**src/rtl/ufcc_pkg.sv**
```systemverilog
// ----------------------------------------------------------------------------
// ufcc_pkg
// Shared sizes, datapath operation codes and the control/status bundles
// of the union-find component counter.
// ----------------------------------------------------------------------------
package ufcc_pkg;

  localparam int MAX_NODES = 1024;
  localparam int IDX_W     = $clog2(MAX_NODES);
  localparam int CNT_W     = $clog2(MAX_NODES + 1);
  localparam int NODE_W    = 11;
  localparam int CMP_W     = (CNT_W > NODE_W) ? CNT_W : NODE_W;

  localparam logic [NODE_W-1:0] NODE_CNT_RST = NODE_W'(1024);
  localparam logic [CNT_W-1:0]  CNT_RST      = CNT_W'((MAX_NODES < 1024) ? MAX_NODES : 1024);

  typedef enum logic [3:0] {
    OP_NOP,
    OP_LOAD,
    OP_CLR_STEP,
    OP_FIND_INIT,
    OP_FIND_STEP,
    OP_COMP_INIT,
    OP_COMP_STEP,
    OP_SAVE_ROOT,
    OP_SZ_RD_A,
    OP_SZ_RD_B,
    OP_LINK
  } dp_op_e;

  typedef struct packed {
    dp_op_e op;
    logic   sel_b;   // walk works on node_b
  } dp_cmd_t;

  typedef struct packed {
    logic req_clr;
    logic bad;
    logic p_eq_r;      // parent read back equals current root guess
    logic cur_eq_r;
    logic roots_same;
    logic sweep_last;
  } dp_stat_t;

endpackage

```
**src/rtl/ufcc_ctrl.sv**
```systemverilog
// ----------------------------------------------------------------------------
// ufcc_ctrl
// Sequencer: reset sweep, clear sweep, two root walks with compression,
// the size compare and link, and the hand-off of the result.
// ----------------------------------------------------------------------------
module ufcc_ctrl (
  input  logic                clk_i,
  input  logic                rst_ni,
  input  logic                in_valid_i,
  output logic                in_ready_o,
  input  logic                out_free_i,
  output logic                emit_o,
  input  ufcc_pkg::dp_stat_t  stat_i,
  output ufcc_pkg::dp_cmd_t   cmd_o
);
  import ufcc_pkg::*;

  localparam logic [3:0] S_RST_CLR   = 4'd0;
  localparam logic [3:0] S_IDLE      = 4'd1;
  localparam logic [3:0] S_DECODE    = 4'd2;
  localparam logic [3:0] S_CLR       = 4'd3;
  localparam logic [3:0] S_FIND_INIT = 4'd4;
  localparam logic [3:0] S_FIND      = 4'd5;
  localparam logic [3:0] S_COMP      = 4'd6;
  localparam logic [3:0] S_SAVE      = 4'd7;
  localparam logic [3:0] S_SZ_A      = 4'd8;
  localparam logic [3:0] S_SZ_B      = 4'd9;
  localparam logic [3:0] S_LINK      = 4'd10;
  localparam logic [3:0] S_DONE      = 4'd11;

  logic [3:0] state_q, state_d;
  logic       sel_q, sel_d;

  always_comb begin
    state_d    = state_q;
    sel_d      = sel_q;
    cmd_o.op   = OP_NOP;
    cmd_o.sel_b = sel_q;
    in_ready_o = 1'b0;
    emit_o     = 1'b0;
    case (state_q)
      S_RST_CLR: begin
        cmd_o.op = OP_CLR_STEP;
        if (stat_i.sweep_last) begin
          state_d = S_IDLE;
        end
      end
      S_IDLE: begin
        in_ready_o = 1'b1;
        if (in_valid_i) begin
          cmd_o.op = OP_LOAD;
          state_d  = S_DECODE;
        end
      end
      S_DECODE: begin
        sel_d = 1'b0;
        if (stat_i.req_clr) begin
          state_d = S_CLR;
        end else if (stat_i.bad) begin
          state_d = S_DONE;
        end else begin
          state_d = S_FIND_INIT;
        end
      end
      S_CLR: begin
        cmd_o.op = OP_CLR_STEP;
        if (stat_i.sweep_last) begin
          state_d = S_DONE;
        end
      end
      S_FIND_INIT: begin
        cmd_o.op = OP_FIND_INIT;
        state_d  = S_FIND;
      end
      S_FIND: begin
        if (stat_i.p_eq_r) begin
          if (stat_i.cur_eq_r) begin
            state_d = S_SAVE;
          end else begin
            cmd_o.op = OP_COMP_INIT;
            state_d  = S_COMP;
          end
        end else begin
          cmd_o.op = OP_FIND_STEP;
        end
      end
      S_COMP: begin
        cmd_o.op = OP_COMP_STEP;
        if (stat_i.p_eq_r) begin
          state_d = S_SAVE;
        end
      end
      S_SAVE: begin
        cmd_o.op = OP_SAVE_ROOT;
        if (sel_q) begin
          state_d = S_SZ_A;
        end else begin
          sel_d   = 1'b1;
          state_d = S_FIND_INIT;
        end
      end
      S_SZ_A: begin
        if (stat_i.roots_same) begin
          state_d = S_DONE;
        end else begin
          cmd_o.op = OP_SZ_RD_A;
          state_d  = S_SZ_B;
        end
      end
      S_SZ_B: begin
        cmd_o.op = OP_SZ_RD_B;
        state_d  = S_LINK;
      end
      S_LINK: begin
        cmd_o.op = OP_LINK;
        state_d  = S_DONE;
      end
      S_DONE: begin
        if (out_free_i) begin
          emit_o  = 1'b1;
          state_d = S_IDLE;
        end
      end
      default: state_d = S_IDLE;
    endcase
  end

  always_ff @(posedge clk_i or negedge rst_ni) begin
    if (!rst_ni) begin
      state_q <= S_RST_CLR;
      sel_q   <= 1'b0;
    end else begin
      state_q <= state_d;
      sel_q   <= sel_d;
    end
  end

endmodule

```
**config.mk**
```make
export PLATFORM = sky130hd
export DESIGN_NAME = ufcc_ctrl
export DESIGN_NICKNAME = d
export VERILOG_FILES = /design/src/rtl/ufcc_pkg.sv /design/src/rtl/ufcc_ctrl.sv
export SDC_FILE = /design/constraint.sdc
export NUM_CORES = 1
export LEC_CHECK = 0
export BUFFER_PORTS_ARGS = -buffer_cell sky130_fd_sc_hd__buf_2
export CELL_PAD_IN_SITES_DETAIL_PLACEMENT = 1
export CELL_PAD_IN_SITES_GLOBAL_PLACEMENT = 2
export CORE_MARGIN = 2
export CORE_UTILIZATION = 26
export CTS_CLUSTER_SIZE = 28
export DETAILED_ROUTE_END_ITERATION = 10
export GPL_TIMING_DRIVEN = 1
export PLACE_DENSITY = 0.74
export SYNTH_ARGS = -nofsm -noshare
export SYNTH_HDL_FRONTEND = slang
export SYNTH_SLANG_ARGS = --single-unit
```
**constraint.sdc**
```tcl
create_clock -name clk_i -period 1.5 [get_ports clk_i]
set_input_delay 0.225 -clock clk_i [delete_from_list [all_inputs] [get_ports clk_i]]
set_output_delay 0.225 -clock clk_i [all_outputs]
set_load 0.05 [all_outputs]
```
==> reports/results.txt <==
Outcome - finished with violations
Failing checks - setup timing
Mapped Nets - 83
Hold path start - out_free_i
Sink Count - 5
Diode count - 0
RSZ-0062 raised after global routing - true
Buf/Inv on CP - 1
Worst slew pin tran - 0.365 ns
Setup ws final - -0.146 ns
RR Startpoint - state_q[3]$_DFFE_PN0P_
Die area - 2480 um2
Commonest non-fill, non-tap cells in the layout - buf_4, buf_6, buf_2
Type of the worst setup path - reg2out
Max_slew headroom - 75.5%
#FFs+latches synth - 5
Initial antenna violation count - 0
Critical path data required time - 1.27 ns
Share of layout cells above drive strength 1 - 56.1%
Synth warn - 0
Static leakage - 0.420 nW
Seq/Total Area, Yosys - 22.9%
H-tree Lvls - 1
Worst path slowest cell - dfrtp_2
Family with the most delay on the worst path - flip-flops
GRT busiest layer - met2
Max-cap violations - 0
Final WL - 2.05 mm
Clock Tree Root - clkbuf_4
Core area - 1960 um2
Routed len/inst - 15.3 um
DP HPWL - 1.37 mm
Tmin final - 1.65 ns
Cell count after synthesis - 73
Area Growth Syn to Fin - 72.7%
Worst-Skew Late Latency - 0.24 ns
Netlist cell types - 31
Async set-or-reset flop fraction in the synthesized netlist - 100%
TritonRoute pass-1 iters - 4
R2r setup slk - -0.06 ns
Pin count of the biggest net entering global routing - 12
FP Rows - 16
Reg2reg path depth - 5
Maximum root-to-sink buffer count - 2
PwrDens - 2860 nW/um2
Leading register cell type out of synthesis - dfrtp_1
Final period util - 110%
DRT antenna net count - 0
Crit path from - state_q[3]$_DFFE_PN0P_
Peak VDD IR - 1.38 mV
Power, Total - 2.70 mW
Congestion Overflow GR - 0
Critical Path Stages - 4
Met1 Use GR - 20.3%
Crit end category - output port
Chip Height - 49.8 um
Vias in the first global route - 663
CP max FO - 7
CTS Buf Count - 3
CP Capture Point - cmd_o[1]
Setup TNS - -0.555 ns
Gp weighted congestion - 0.784
CTS clk-pin slew, worst paths - 0.05 ns
Avg Cell Area, Syn - 7.47 um2
Vias per cell - 5.04
Fin. max-slew vios - 0
Fin. Hold Viols - 0
Top Ports - 17
# DRC - 0
Peak Freq - 608 MHz
CTS tree - built
Met2 GRT Util - 27.3%
Port buffer count - 16
Syn Std Cell Area - 546 um2
CP Data Arrival Time - 1.42 ns
Die X-Extent - 49.8 um
First-pass GRT wire length - 3.00 mm
Worst reg2reg path endpoint - state_q[0]$_DFFE_PN0P_
GR met3 Demand/Resource - 2.12%
Clk_skew - 0.000614 ns
Vias - 675
Setup violators final - 7
Most common cell after layout, fill and taps aside - buf_4
Critical path cell sequence - nand2b_1, o32ai_1, a32o_2, buf_6
Global Route Usage Sum - 15.9%
Starting Density - 27.8%
HP Class - in2reg
Largest stage delay on the critical path - 0.48 ns
Critical Path Source Type - flop
Final nets - 118
Post-synth EDFFs - 0
DR iter-0 viols - 6
==> state kept, by name, summed over array words and instances, names as in the netlist <==
signal,count
sel_q,1
state_q,4
==> layer usage <==
layer / part of all wire [%] / vias to the layer above / wire [um]
li1: - / 328 / -
met1: 44 / 334 / 897
met2: 53 / 11 / 1090
met3: 1.8 / 2 / 37
met4: 1.4 / 0 / 28
met5: 0 / - / 0
==> layout make-up <==
cell class | instances | area (um2)
Fill cell | 265 | 1020
Inverter | 4 | 15.0
Tap cell | 27 | 33.8
Sequential cell | 5 | 129
Multi-Input combinational cell | 56 | 430
Timing Repair Buffer | 38 | 308
Clock buffer | 4 | 26.3
==> metrics by stage <==
step,utilization [%],instances,cell area (um2),hold WS [ns],setup slack [ns]
finish,48.0,134,942,0.262,-0.146
global route,48.0,134,942,0.274,-0.203
CTS,43.7,127,857,0.264,-0.0996
detailed placement,37.5,120,736,0.0549,-0.0200
global placement,37.5,120,736,0.0525,-0.00691
floorplan,-,73,594,-0.0706,-0.0700
==> worst min-delay path: cells and delay by family <==
kind / cells / cell delay [ns]
AO/OA/AOI/OAI: 2 / 0.15
buffers and inverters: 1 / 0.09
==> how the worst min path moves through the flow <==
stage	end	slack, ns	depth (start not counted)
after floorplan	sel_q$_DFFE_PN0P_	-0.07	0
after global placement	sel_q$_DFFE_PN0P_	0.05	1
after detailed placement	state_q[2]$_DFFE_PN0P_	0.05	1
after CTS	state_q[3]$_DFFE_PN0P_	0.26	3
after global routing	state_q[3]$_DFFE_PN0P_	0.27	3
final	state_q[3]$_DFFE_PN0P_	0.26	3
==> synth_stat cells, drive strengths merged, types with 3 or more instances <==
cell type	n	area (um2)
a21oi	5	25.0
buf	7	50.1
dfrtp	5	125
inv	4	15.0
mux2i	3	33.8
nand2	6	22.5
nand2b	4	25.0
nor2	5	18.8
nor3	6	30.0
o21ai	9	45.0
==> cells by family after synthesis <==
| group | after synthesis | share of synthesized area, % |
|---|---|---|
| AOI/OAI and AO/OA | 24 | 29.1 |
| xor gates and xnor gates | 1 | 1.61 |
| buffers and inverters | 12 | 14.2 |
| DFF | 5 | 22.9 |
| muxes | 3 | 6.19 |
| and+or+nand+nor | 28 | 25.9 |
==> report_power, final <==
group | switching [mW] | total, mW | leakage (nW) | internal, mW
registers | 0.117 | 0.328 | 0.0570 | 0.211
clock network | 0.0632 | 0.164 | 0.0150 | 0.101
logic | 1.17 | 2.21 | 0.348 | 1.03
total | 1.35 | 2.70 | 0.420 | 1.35
==> repair_timing <==
item                                    in CTS  in global routing
buffers inserted                             2                  7
hold buffers                                 1                  0
gates resized for setup                     22                 10
cloned                                       0                  0
hold endpoints to repair                     5                  0
pin swaps                                    0                  3
endpoints found under the setup margin       6                  9
(Power assumes the default switching activity.)
